## config.mk

```make
export PLATFORM = sky130hd
export DESIGN_NAME = object_pool_oldest_recycle_core
export DESIGN_NICKNAME = d
export VERILOG_FILES = /design/src/rtl/core/oprc_pkg.sv /design/src/rtl/core/object_pool_oldest_recycle_core.sv /design/src/rtl/core/oprc_ram.sv
export SDC_FILE = /design/constraint.sdc
export NUM_CORES = 2
export LEC_CHECK = 0
export BUFFER_PORTS_ARGS = -buffer_cell sky130_fd_sc_hd__buf_2
export CAP_MARGIN = 10
export CORE_AREA = 2 2 368 370
export DETAILED_ROUTE_END_ITERATION = 12
export DIE_AREA = 0 0 370 372
export PLACE_DENSITY_LB_ADDON = 0.12
export SLEW_MARGIN = 5
export SYNTH_ARGS = -nofsm -noshare
export SYNTH_HDL_FRONTEND = slang
export SYNTH_SLANG_ARGS = --single-unit
```

## constraint.sdc

```tcl
create_clock -name clk -period 6.9 [get_ports clk]
set_clock_uncertainty 0.05 [all_clocks]
set_input_delay 1.035 -clock clk [delete_from_list [all_inputs] [get_ports clk]]
set_output_delay 1.035 -clock clk [all_outputs]
set_load 0.005 [all_outputs]
```

## src/rtl/core/oprc_pkg.sv

```systemverilog
// Shared constants and codes for the object pool with oldest-slot recycling.
// Imported by the top level; it depends on nothing else.
`default_nettype none

package oprc_pkg;

  // Pool geometry.
  localparam int POOL_SIZE = 64;
  localparam int SLOT_W    = $clog2(POOL_SIZE);
  localparam int COUNT_W   = SLOT_W + 1;

  // Configuration port geometry.
  localparam int PADDR_W = 3;
  localparam int PDATA_W = 32;

  // Register indexes.
  localparam logic REG_POOL_COUNT = 1'b0;

  // Request kinds.
  localparam logic KIND_ALLOC   = 1'b0;
  localparam logic KIND_RELEASE = 1'b1;

  // Result status codes.
  typedef enum logic [1:0] {
    ST_FRESH     = 2'd0,
    ST_RECYCLED  = 2'd1,
    ST_RELEASED  = 2'd2,
    ST_ERROR     = 2'd3
  } status_t;

endpackage

`default_nettype wire

```

## src/rtl/core/object_pool_oldest_recycle_core.sv

```systemverilog
// Top level of the object pool allocator: control, state registers and link memories.
// Depends on oprc_pkg and instantiates three oprc_ram memories.
`default_nettype none

// The block hands out and takes back numbered slots from a pool of up to 64. An allocate
// word pops the free stack and appends the slot to the active list as fresh; with no slot
// free it moves the oldest active slot to the newest position and reports it as recycled,
// or reports an error if no slot is active either. A release word unlinks the named active
// slot and pushes it back on the free stack, or reports an error if the slot is not active.
// In the cycle a word is accepted the free stack and both link memories are read through
// their single registered read ports; in the execute state the result is formed and written
// back once the result register is free, after which the next word may be accepted. One
// word is executed at a time; a further word may be accepted while a result waits, but a
// stalled result holds that word's write-back until it is taken. Writing pool_count rebuilds
// the pool with no clearing pass: the free stack is tracked by a low-water mark below which
// entries still hold their initial slot numbers.

module object_pool_oldest_recycle_core
  import oprc_pkg::*;
(
  input  wire logic               clk,
  input  wire logic               rst_n,
  // Request channel.
  input  wire logic               in_valid,
  output logic                    in_ready,
  input  wire logic               in_kind,
  input  wire logic [SLOT_W-1:0]  in_slot_in,
  // Result channel.
  output logic                    out_valid,
  input  wire logic               out_ready,
  output logic      [SLOT_W-1:0]  out_slot_out,
  output logic      [1:0]         out_status,
  // Configuration port.
  input  wire logic               psel,
  input  wire logic               penable,
  input  wire logic               pwrite,
  input  wire logic [PADDR_W-1:0] paddr,
  input  wire logic [PDATA_W-1:0] pwdata,
  output logic      [PDATA_W-1:0] prdata,
  output logic                    pready
);

  typedef enum logic {
    S_IDLE,
    S_EXEC
  } state_t;

  localparam logic [COUNT_W-1:0] POOL_FULL = COUNT_W'(POOL_SIZE);

  // Control and state registers.
  state_t               state_r,        state_nxt;
  logic                 kind_r,         kind_nxt;
  logic [SLOT_W-1:0]    req_r,          req_nxt;
  logic [COUNT_W-1:0]   pool_count_r,   pool_count_nxt;
  logic [COUNT_W-1:0]   free_top_r,     free_top_nxt;
  logic [COUNT_W-1:0]   low_mark_r,     low_mark_nxt;
  logic [COUNT_W-1:0]   active_total_r, active_total_nxt;
  logic [SLOT_W-1:0]    oldest_r,       oldest_nxt;
  logic [SLOT_W-1:0]    newest_r,       newest_nxt;
  logic [POOL_SIZE-1:0] active_mark_r,  active_mark_nxt;
  logic                 out_valid_r,    out_valid_nxt;
  logic [SLOT_W-1:0]    out_slot_r,     out_slot_nxt;
  status_t              out_status_r,   out_status_nxt;

  // Memory ports.
  logic              rd_en;
  logic [SLOT_W-1:0] fs_raddr, nl_raddr, pl_raddr;
  logic [SLOT_W-1:0] fs_rdata, nl_rdata, pl_rdata;
  logic              fs_we, nl_we, pl_we;
  logic [SLOT_W-1:0] fs_waddr, nl_waddr, pl_waddr;
  logic [SLOT_W-1:0] fs_wdata, nl_wdata, pl_wdata;

  // Helpers.
  logic               in_fire;
  logic               cfg_wr;
  logic               commit;
  logic [COUNT_W-1:0] ft_dec;
  logic [COUNT_W-1:0] total_dec;
  logic [COUNT_W-1:0] cnt_eff;
  logic               pop_initial;
  logic [SLOT_W-1:0]  pop_slot;

  // Handshake decode.
  assign in_ready  = (state_r == S_IDLE);
  assign in_fire   = in_valid && in_ready;
  assign pready    = 1'b1;
  assign cfg_wr    = psel && penable && pwrite && pready;
  assign commit    = (state_r == S_EXEC) && (!out_valid_r || out_ready);

  assign out_valid    = out_valid_r;
  assign out_slot_out = out_slot_r;
  assign out_status   = out_status_r;

  // Register readback.
  assign prdata = (paddr[PADDR_W-1] == REG_POOL_COUNT)
                ? PDATA_W'(pool_count_r) : '0;

  // Read addresses are issued in the cycle the word is accepted.
  assign ft_dec    = free_top_r - COUNT_W'(1);
  assign total_dec = active_total_r - COUNT_W'(1);
  assign rd_en     = in_fire;
  assign fs_raddr  = ft_dec[SLOT_W-1:0];
  assign nl_raddr  = (in_kind == KIND_RELEASE) ? in_slot_in : oldest_r;
  assign pl_raddr  = in_slot_in;

  // Entries below the low-water mark were never rewritten and still hold their index.
  assign pop_initial = (ft_dec < low_mark_r);
  assign pop_slot    = pop_initial ? ft_dec[SLOT_W-1:0] : fs_rdata;

  // Saturated slot count for a rebuild.
  assign cnt_eff = (pwdata[COUNT_W-1:0] > POOL_FULL) ? POOL_FULL : pwdata[COUNT_W-1:0];

  // Next-state logic: capture, execute and write back, rebuild.
  always_comb begin
    state_nxt        = state_r;
    kind_nxt         = kind_r;
    req_nxt          = req_r;
    pool_count_nxt   = pool_count_r;
    free_top_nxt     = free_top_r;
    low_mark_nxt     = low_mark_r;
    active_total_nxt = active_total_r;
    oldest_nxt       = oldest_r;
    newest_nxt       = newest_r;
    active_mark_nxt  = active_mark_r;
    out_valid_nxt    = out_valid_r;
    out_slot_nxt     = out_slot_r;
    out_status_nxt   = out_status_r;
    fs_we    = 1'b0;
    fs_waddr = free_top_r[SLOT_W-1:0];
    fs_wdata = req_r;
    nl_we    = 1'b0;
    nl_waddr = newest_r;
    nl_wdata = req_r;
    pl_we    = 1'b0;
    pl_waddr = req_r;
    pl_wdata = newest_r;

    if (out_valid_r && out_ready) begin
      out_valid_nxt = 1'b0;
    end

    unique case (state_r)
      S_IDLE: begin
        if (in_fire) begin
          kind_nxt  = in_kind;
          req_nxt   = in_slot_in;
          state_nxt = S_EXEC;
        end
      end
      S_EXEC: begin
        if (commit) begin
          out_valid_nxt = 1'b1;
          state_nxt     = S_IDLE;
          case (kind_r)
            KIND_ALLOC: begin
              if (free_top_r != '0) begin
                // Pop a free slot and append it as the newest.
                out_slot_nxt   = pop_slot;
                out_status_nxt = ST_FRESH;
                free_top_nxt   = ft_dec;
                if (pop_initial) begin
                  low_mark_nxt = ft_dec;
                end
                if (active_total_r != '0) begin
                  nl_we    = 1'b1;
                  nl_waddr = newest_r;
                  nl_wdata = pop_slot;
                  pl_we    = 1'b1;
                  pl_waddr = pop_slot;
                  pl_wdata = newest_r;
                end else begin
                  oldest_nxt = pop_slot;
                end
                newest_nxt                = pop_slot;
                active_mark_nxt[pop_slot] = 1'b1;
                active_total_nxt          = active_total_r + COUNT_W'(1);
              end else if (active_total_r != '0) begin
                // No slot free: the oldest slot moves to the newest position.
                out_slot_nxt   = oldest_r;
                out_status_nxt = ST_RECYCLED;
                if (active_total_r > COUNT_W'(1)) begin
                  oldest_nxt = nl_rdata;
                  nl_we      = 1'b1;
                  nl_waddr   = newest_r;
                  nl_wdata   = oldest_r;
                  pl_we      = 1'b1;
                  pl_waddr   = oldest_r;
                  pl_wdata   = newest_r;
                  newest_nxt = oldest_r;
                end
              end else begin
                out_slot_nxt   = '0;
                out_status_nxt = ST_ERROR;
              end
            end
            default: begin
              out_slot_nxt = req_r;
              if (!active_mark_r[req_r]) begin
                out_status_nxt = ST_ERROR;
              end else begin
                // Unlink the slot from its neighbours.
                out_status_nxt = ST_RELEASED;
                if (req_r == oldest_r) begin
                  oldest_nxt = nl_rdata;
                end else begin
                  nl_we    = 1'b1;
                  nl_waddr = pl_rdata;
                  nl_wdata = nl_rdata;
                end
                if (req_r == newest_r) begin
                  newest_nxt = pl_rdata;
                end else begin
                  pl_we    = 1'b1;
                  pl_waddr = nl_rdata;
                  pl_wdata = pl_rdata;
                end
                active_mark_nxt[req_r] = 1'b0;
                active_total_nxt       = total_dec;
                if (total_dec == '0) begin
                  oldest_nxt = '0;
                  newest_nxt = '0;
                end
                // Push it back on the free stack.
                if (free_top_r < POOL_FULL) begin
                  fs_we        = 1'b1;
                  fs_waddr     = free_top_r[SLOT_W-1:0];
                  fs_wdata     = req_r;
                  free_top_nxt = free_top_r + COUNT_W'(1);
                end
              end
            end
          endcase
        end
      end
      default: begin
        state_nxt = S_IDLE;
      end
    endcase

    // A write to the slot count rebuilds the pool.
    if (cfg_wr && (paddr[PADDR_W-1] == REG_POOL_COUNT)) begin
      pool_count_nxt   = pwdata[COUNT_W-1:0];
      free_top_nxt     = cnt_eff;
      low_mark_nxt     = cnt_eff;
      active_total_nxt = '0;
      oldest_nxt       = '0;
      newest_nxt       = '0;
      active_mark_nxt  = '0;
    end
  end

  // State and registered outputs.
  always_ff @(posedge clk) begin
    if (!rst_n) begin
      state_r        <= S_IDLE;
      pool_count_r   <= POOL_FULL;
      free_top_r     <= POOL_FULL;
      low_mark_r     <= POOL_FULL;
      active_total_r <= '0;
      oldest_r       <= '0;
      newest_r       <= '0;
      active_mark_r  <= '0;
      out_valid_r    <= 1'b0;
    end else begin
      state_r        <= state_nxt;
      pool_count_r   <= pool_count_nxt;
      free_top_r     <= free_top_nxt;
      low_mark_r     <= low_mark_nxt;
      active_total_r <= active_total_nxt;
      oldest_r       <= oldest_nxt;
      newest_r       <= newest_nxt;
      active_mark_r  <= active_mark_nxt;
      out_valid_r    <= out_valid_nxt;
    end
    kind_r       <= kind_nxt;
    req_r        <= req_nxt;
    out_slot_r   <= out_slot_nxt;
    out_status_r <= out_status_nxt;
  end

  // Free stack and the two link memories.
  oprc_ram #(.Depth(POOL_SIZE), .Width(SLOT_W)) u_free_stack (
    .clk   (clk),
    .we    (fs_we),
    .waddr (fs_waddr),
    .wdata (fs_wdata),
    .re    (rd_en),
    .raddr (fs_raddr),
    .rdata (fs_rdata)
  );

  oprc_ram #(.Depth(POOL_SIZE), .Width(SLOT_W)) u_next_link (
    .clk   (clk),
    .we    (nl_we),
    .waddr (nl_waddr),
    .wdata (nl_wdata),
    .re    (rd_en),
    .raddr (nl_raddr),
    .rdata (nl_rdata)
  );

  oprc_ram #(.Depth(POOL_SIZE), .Width(SLOT_W)) u_prev_link (
    .clk   (clk),
    .we    (pl_we),
    .waddr (pl_waddr),
    .wdata (pl_wdata),
    .re    (rd_en),
    .raddr (pl_raddr),
    .rdata (pl_rdata)
  );

`ifndef ASSERT_OFF
  // Free and active slot counts together never exceed the pool size.
  a_slot_conservation: assert property (@(posedge clk) disable iff (!rst_n)
    (free_top_r + active_total_r) <= POOL_FULL)
    else $error("free and active slot counts exceed the pool size");

  // The active count matches the active marks.
  a_mark_count: assert property (@(posedge clk) disable iff (!rst_n)
    COUNT_W'($countones(active_mark_r)) == active_total_r)
    else $error("active count disagrees with active marks");

  // The low-water mark never lies above the free stack top.
  a_low_mark: assert property (@(posedge clk) disable iff (!rst_n)
    low_mark_r <= free_top_r)
    else $error("free stack low-water mark above top");

  // A result appears only after an execute cycle.
  a_result_source: assert property (@(posedge clk) disable iff (!rst_n)
    $rose(out_valid_r) |-> $past(state_r == S_EXEC))
    else $error("result raised without an execute cycle");

  // A slot reported as fresh is active while the result waits.
  a_fresh_active: assert property (@(posedge clk) disable iff (!rst_n)
    (out_valid_r && (out_status_r == ST_FRESH)) |-> active_mark_r[out_slot_r])
    else $error("fresh slot is not marked active");
`endif

endmodule

`default_nettype wire

```

## src/rtl/core/oprc_ram.sv

```systemverilog
// Generic single-write, single-read synchronous RAM with a registered read port.
// Stands alone; it uses no package.
`default_nettype none

module oprc_ram #(
  parameter int Depth = 64,
  parameter int Width = 6
) (
  input  wire logic                     clk,
  input  wire logic                     we,
  input  wire logic [$clog2(Depth)-1:0] waddr,
  input  wire logic [Width-1:0]         wdata,
  input  wire logic                     re,
  input  wire logic [$clog2(Depth)-1:0] raddr,
  output logic      [Width-1:0]         rdata
);

  logic [Width-1:0] mem [Depth];

  // Write port.
  always_ff @(posedge clk) begin
    if (we) begin
      mem[waddr] <= wdata;
    end
  end

  // Read port; the data register holds its value between reads.
  always_ff @(posedge clk) begin
    if (re) begin
      rdata <= mem[raddr];
    end
  end

endmodule

`default_nettype wire
```

## Word level (Yosys, flattened, before mapping)

Memory sizes are Yosys's and may differ from the RTL's. A register that Yosys moved wholly into a read port is not among the register bits.
Index checks and enable logic that the tools add are counted.

| word-level totals | value |
|---|---|
| bits in registers | 121 |
| RAM bits | 1,152 |
| input bits | 49 |
| logic and storage cells | 178 |
| memories | 3 |

Memory list:

| memory | words | bits a word | read ports | clocked after memory_dff | wr ports | RTL line | text |
|---|---|---|---|---|---|---|---|
| u_free_stack.mem | 64 | 6 | 1 | 1 | 1 | oprc_ram.sv:18 | `logic [Width-1:0] mem [Depth];` |
| u_next_link.mem | 64 | 6 | 1 | 1 | 1 | oprc_ram.sv:18 |  |
| u_prev_link.mem | 64 | 6 | 1 | 1 | 1 | oprc_ram.sv:18 |  |

| operators by class | value |
|---|---|
| add/subtract/negate cells | 4 |
| magnitude comparators | 8 |
| equality and inequality tests | 9 |
| mux-type cells | 106 |
| bitwise gates (word level) | 6 |
| reduce and logical (&&, ||, !) cells | 29 |

Operators with widths:

| kind | count |
|---|---|
| 6-bit two-way mux | 44 |
| 64-bit two-way mux | 3 |
| 7-bit two-way mux | 18 |
| 64-bit AND | 1 |
| 64-bit inverter | 1 |
| 64-bit bitwise OR | 1 |
| 1-bit two-way mux | 34 |
| 7-bit by 1-bit adder with 7-bit output (second input constant) | 2 |
| 6-bit by 7-bit < comparator with 1-bit output (second input constant) | 2 |
| 7-bit nonzero test | 2 |
| 7-bit by 1-bit subtractor with 7-bit output (second input constant) | 2 |
| 1-bit demux with 6-bit select | 2 |
| 6-bit == test | 2 |
| 6-bit by 1-bit >= comparator with 1-bit output (second input constant) | 2 |
| 3-bit by 1-bit inequality test with 1-bit output (second input constant) | 4 |
| 5-bit AND reduction | 2 |
| 2-bit nonzero test | 5 |
| 3-bit nonzero test | 3 |
| 1-bit logical AND | 8 |
| 7-bit by 1-bit > comparator with 1-bit output (second input constant) | 1 |
| 7-bit > comparator (second input constant) | 1 |
| 7-bit logical NOT | 1 |
| 7-bit < comparator | 1 |
| 7-bit < comparator (second input constant) | 1 |
| 13 further kinds | 19 |

## Depth between registers and ports, before layout

| logic depth | value |
|---|---|
| word-level depth | 10 |
| depth in mapped cells | 18 |
| mapped depth without buffers | 15 |

## By module

Synthesis repeated with hierarchy kept, for this count alone.

| unflattened totals | value |
|---|---|
| cell total of the unflattened synthesis | 3,150 |
| area, all modules | 54,088.1 µm² |

By module, submodules not included:

| module | times used | cells each | area each (µm²) |
|---|---|---|---|
| oprc_ram at u_next_link ... | 2 | 720 | 15,285.9 |
| oprc_ram at u_free_stack | 1 | 729 | 15,265.9 |
| object_pool_oldest_recycle_core | 1 | 981 | 8,250.4 |

## Worst setup path after synthesis

Ideal clock, no wire load.

| timing path | value |
|---|---|
| kind | flip-flop to flip-flop |
| start point | register req_r[3] |
| end point | memory u_prev_link.mem[0][2], data pin |
| library setup time | 0.702 ns |
| arrival time | 5.233 ns |
| required time | 6.148 ns |
| path slack | 0.915 ns |
| cell stages (with the launch flop) | 8 |
| buffers on the path | 2 |
| period minus slack after synthesis | 5.985 ns |
| path through | edfxtp_1 > buf_2 > nor3b_1 > a22o_1 > or4_1 > buf_2 > nand2_1 > o21ai_0 |

| on the way | value |
|---|---|
| longest elaborated chain between the ends | 6 |

RTL lines:

| item | RTL line | text |
|---|---|---|
| from (decl) | object_pool_oldest_recycle_core.sv:53 | `logic [SLOT_W-1:0] req_r, req_nxt;` |
| from (signal assigned) | object_pool_oldest_recycle_core.sv:276 | `req_r <= req_nxt;` |
| 1-bit binary-select mux with 6-bit select or 6-bit == test (tied branches) | object_pool_oldest_recycle_core.sv:198, object_pool_oldest_recycle_core.sv:210 |  |
| 1-bit two-way mux (not written as such) or 6-bit two-way mux (tied branches) | object_pool_oldest_recycle_core.sv:198, object_pool_oldest_recycle_core.sv:210 |  |
| 6-bit two-way mux * | object_pool_oldest_recycle_core.sv:198 | `if (!active_mark_r[req_r]) begin` |
| 6-bit two-way mux * | object_pool_oldest_recycle_core.sv:154 | `case (kind_r)` |
| 6-bit two-way mux * | object_pool_oldest_recycle_core.sv:151 | `if (commit) begin` |
| 6-bit two-way mux * | object_pool_oldest_recycle_core.sv:142 | `unique case (state_r)` |
| net pl_wdata[2] | object_pool_oldest_recycle_core.sv:71 | `logic [SLOT_W-1:0] fs_wdata, nl_wdata, pl_wdata;` |
| to (decl) | oprc_ram.sv:18 |  |

Mark *: on every way through the listed nets, which the timed path passes. The rest lies on a longest branch. The select of a mux whose other input is x is not followed.

## Final worst setup path

| timing path | value |
|---|---|
| start point | register free_top_r[0] |
| end point | memory u_prev_link.mem[30][0] (enable) |

| on the way | value |
|---|---|
| longest elaborated chain between the ends | 8 |

RTL lines:

| item | RTL line | text |
|---|---|---|
| from (decl) | object_pool_oldest_recycle_core.sv:55 | `logic [COUNT_W-1:0] free_top_r, free_top_nxt;` |
| from (signal assigned) | object_pool_oldest_recycle_core.sv:267 | `free_top_r <= free_top_nxt;` |
| 7-bit by 1-bit subtractor with 7-bit output | object_pool_oldest_recycle_core.sv:99 | `assign ft_dec = free_top_r - COUNT_W'(1);` |
| 7-bit < comparator | object_pool_oldest_recycle_core.sv:107 | `assign pop_initial = (ft_dec < low_mark_r);` |
| 6-bit two-way mux | object_pool_oldest_recycle_core.sv:108 | `assign pop_slot = pop_initial ? ft_dec[SLOT_W-1:0] : fs_rdata;` |
| 6-bit two-way mux | object_pool_oldest_recycle_core.sv:164 | `if (active_total_r != '0) begin` |
| 6-bit two-way mux | object_pool_oldest_recycle_core.sv:156 | `if (free_top_r != '0) begin` |
| 6-bit two-way mux | object_pool_oldest_recycle_core.sv:154 |  |
| 6-bit two-way mux | object_pool_oldest_recycle_core.sv:151 |  |
| 6-bit two-way mux | object_pool_oldest_recycle_core.sv:142 |  |

Parallel ways exist; a longest one is shown, timed or not.

==> results.md <==
* Placed Cells at between 4,000 and 5,000
* HPWL Detailed at 83.5 mm
* Initial DRC count at 2,865
* Final routed DRC violation total at 0
* Comb pwr share at 11.1%
* Peak Freq at approximately 160 MHz
* Post-synth EDFFs at 1,185
* CP Launch Type: flop
* Synth top area cells: edfxtp_1, mux4_2, dfxtp_1
* Hold Crit Endpoint: pool_count_r[6]
* Total CTS buffers at 141
* Multi-input gate area at 14,700 um^2
* Pre-antenna DRT Iters at 6
* Core Footprint at roughly 130,000 um^2
* Sw frac at between 20 and 25%
* Die width at 370 um
* Die Footprint at roughly 140,000 um^2
* GRT Util Overall at 19.4%
* PortBufs at 38
* Count of cell types in the netlist at 80
* Reg2Reg Setup Slack at 0.77 ns
* Fin crit share at 88.8%
* Initial Util at 39.6%
* Status: finished clean
* Post-CTS setup buffer count at 0
* Worst Hold Class: flop to flop
* Vias in the first global route at 29,227
* Final setup viols at 0
* Sequential group share of total power at 48.6%
* Minimum clock period at 6.13 ns
* Fraction of registers with async set/reset at 0%
* Pint at 13.6 mW
* R2r endpoint: u_prev_link.mem[30][0]
* Routed len/inst at 26.5 um
* Area grow syn2layout at 13.6%
* Die extent in y at 372 um
* CP Class: flop to flop
* Mapped cell area at 53,200 um^2
* Top post-synthesis cells by count: edfxtp_1, mux4_2, nand2_1
* Max-slew headroom at 22.4%
* Vias at about 28,000
* Synth area leader: edfxtp_1
* Clk pwr share at 40.3%
* Critical path capture point type: flop
* Remaining antenna violation count after routing at 0
* Layout cell share with drive strength beyond 1 at around 24%
* Fin. max-slew vios at 0
* Routed Wire Length at 133 mm
* Routed vias/inst at ~5.7
* Hold-fix buffers at CTS at 0
* Reg clk slew, reported paths at 0.06 ns
* Crit Path Max Fanout at 19
* Syn Inst Count at 2,980
* H-tree levels at 4
* Register area at roughly 38,000 um^2
* Clock Sinks at about 1,300
* Most frequent cell after synthesis: edfxtp_1
* Maxcap violations at 0
* Largest net degree at the start of global routing at 96
* Switching pwr at roughly 4.4 mW
* Longest Clk Path Bufs at 3
* Hold-critical path depth at 2
* VDD IR max at 0.000230 V
* FF+latch count, synth at 1,291
* Final #Nets at 3,162
* Crit path DAT at 6.47 ns
* Syn Area/Cell at approximately 18 um^2
* Clk_lat worst skew at just under 0.8 ns
* Ports at 92
* RR Startpoint: free_top_r[0]
* First-pass GRT wire length at 196 mm
* # fillers at 11,520
* Worst-margin pin slew at 1.16 ns
* Leakage power total at about 19 nW
* CTS tree: built
* Clock root cell: clkbuf_16
* Top cell type's share of synthesized area at 66.9%
* RSZ-0062 raised after global routing: false
* Hold Path Origin: pool_count_r[6]
* Sum Neg Setup Slack at 0 ns
* Pwr/cell area at 299 nW/um^2
* Post-CTS Resized at 0
* FP Rows at around 140
* Final hold violations at 0
* Final cell count without fillers at around 5,000
* Primary FF master, synth: edfxtp_1
* GP Congestion at 0.816
* Required @ worst endpoint at ~7.2 ns
* Residual overflow from global routing at 0
* FF-to-FF path depth at 16
* Post-synthesis sequential area ratio at a little under three quarters
* Ys Warns at 0
* Initial antenna violation count at 4
-- power by group through the flow --
stage	combinational, mW	sequential [mW]	clock (mW)
global route	2.16	8.79	7.75
finish	2.00	8.79	7.30
floorplan	1.28	8.93	0
CTS	2.02	8.78	7.47
global placement	1.98	8.95	0
detailed placement	2.01	8.95	0
-- area by class of cell --
type | instances | share of cell area [%]
sequential | 1291 | 62.4
multi-input combinational | 1479 | 24.3
clock buffer | 182 | 6.30
tap | 1781 | 3.69
timing repair buffer | 161 | 1.97
clock inverter | 75 | 1.13
inverter | 26 | 0.162
antenna | 1 | 0.00414
-- layout by cell type, fill, tap and decap left out, types with 8 or more instances in the layout --
master and instances:
a211oi_1 44, a21oi_1 72, a221oi_1 9, a311oi_1 16, a31oi_1 19, a32o_1 60
and2_1 28, and3_1 8, buf_2 36, buf_4 119, bufinv_16 8, clkbuf_1 31
clkbuf_16 143, clkbuf_8 8, clkinv_1 28, clkinv_2 23, conb_1 26, dfxtp_1 105
edfxtp_1 1185, ha_1 12, inv_1 20, mux2_2 11, mux2i_1 16, mux4_2 350
nand2_1 216, nand3_1 39, nand3b_1 14, nor2_1 184, nor2_2 10, nor2b_1 20
nor3_1 92, nor3b_1 10, o211ai_1 9, o21ai_0 36, o22ai_1 9, xnor2_1 17
xor2_1 8
-- worst max-delay path by stage --
stage | from | end | slack (ns) | depth (start not counted)
6_report | free_top_r[0] | u_prev_link.mem[30][0] | 0.77 | 16
5_1_grt | free_top_r[0] | u_prev_link.mem[30][1] | 0.35 | 16
4_1_cts | free_top_r[0] | u_prev_link.mem[30][1] | 1.02 | 16
3_5_place_dp | free_top_r[0] | u_prev_link.mem[14][0] | 1.01 | 16
3_3_place_gp | free_top_r[0] | u_prev_link.mem[38][1] | 1.15 | 16
2_1_floorplan | req_r[3] | u_prev_link.mem[0][2] | 0.91 | 7
-- stage by stage --
stage	util, %	area [um^2]	hold slack (ns)	power, mW	worst slack (ns)
detailed placement	41.6	55900	0.397	11.0	1.01
finish	45.0	60400	0.401	18.1	0.773
global placement	41.6	55900	0.389	10.9	1.15
CTS	45.0	60400	0.406	18.3	1.02
floorplan	-	53300	0.365	10.2	0.915
global route	45.0	60400	0.427	18.7	0.348
-- kinds of logic (layout without fill, tap and decap cells) --
kind of cell	after synthesis	count (layout)	synth area share (%)
mux	383	383	15.5
other cells	2	27	0.0141
fa+ha+maj	13	13	0.306
flops	1291	1291	70.9
compound gates	346	346	4.82
simple gates	683	683	6.05
xor+xnor	28	28	0.475
buf+inv	234	444	1.97
-- critical path, cell delays in order, from the launching register on --
cell and delay, ns:
dfxtp_4 0.56, inv_2 0.18, ha_4 0.22, nor3b_1 0.14, xnor2_1 0.25, inv_1 0.09
ha_1 0.31, a21oi_1 0.19, o21a_1 0.15, o21a_1 0.32, mux2i_1 0.12, buf_4 0.18
o21ai_0 0.34, o22ai_1 0.16, a211oi_1 0.81, nand3_1 0.89, nor2_1 0.75
-- state kept, by name, summed over array words and instances (netlist names), 7 cells and up --
register / cells
free_top_r: 7
low_mark_r: 7
u_prev_link.mem: 384
pool_count_r: 7
u_next_link.mem: 384
active_mark_r: 64
active_total_r: 7
u_free_stack.mem: 384
-- metal layers --
layer | global-route usage, % | wire (um)
met2 | 30.4 | 62600
met3 | 3.71 | 8110
met5 | 0 | 28
met1 | 27.8 | 59400
met4 | 5.02 | 2530
Note: power is estimated with default switching activity, not from simulation.
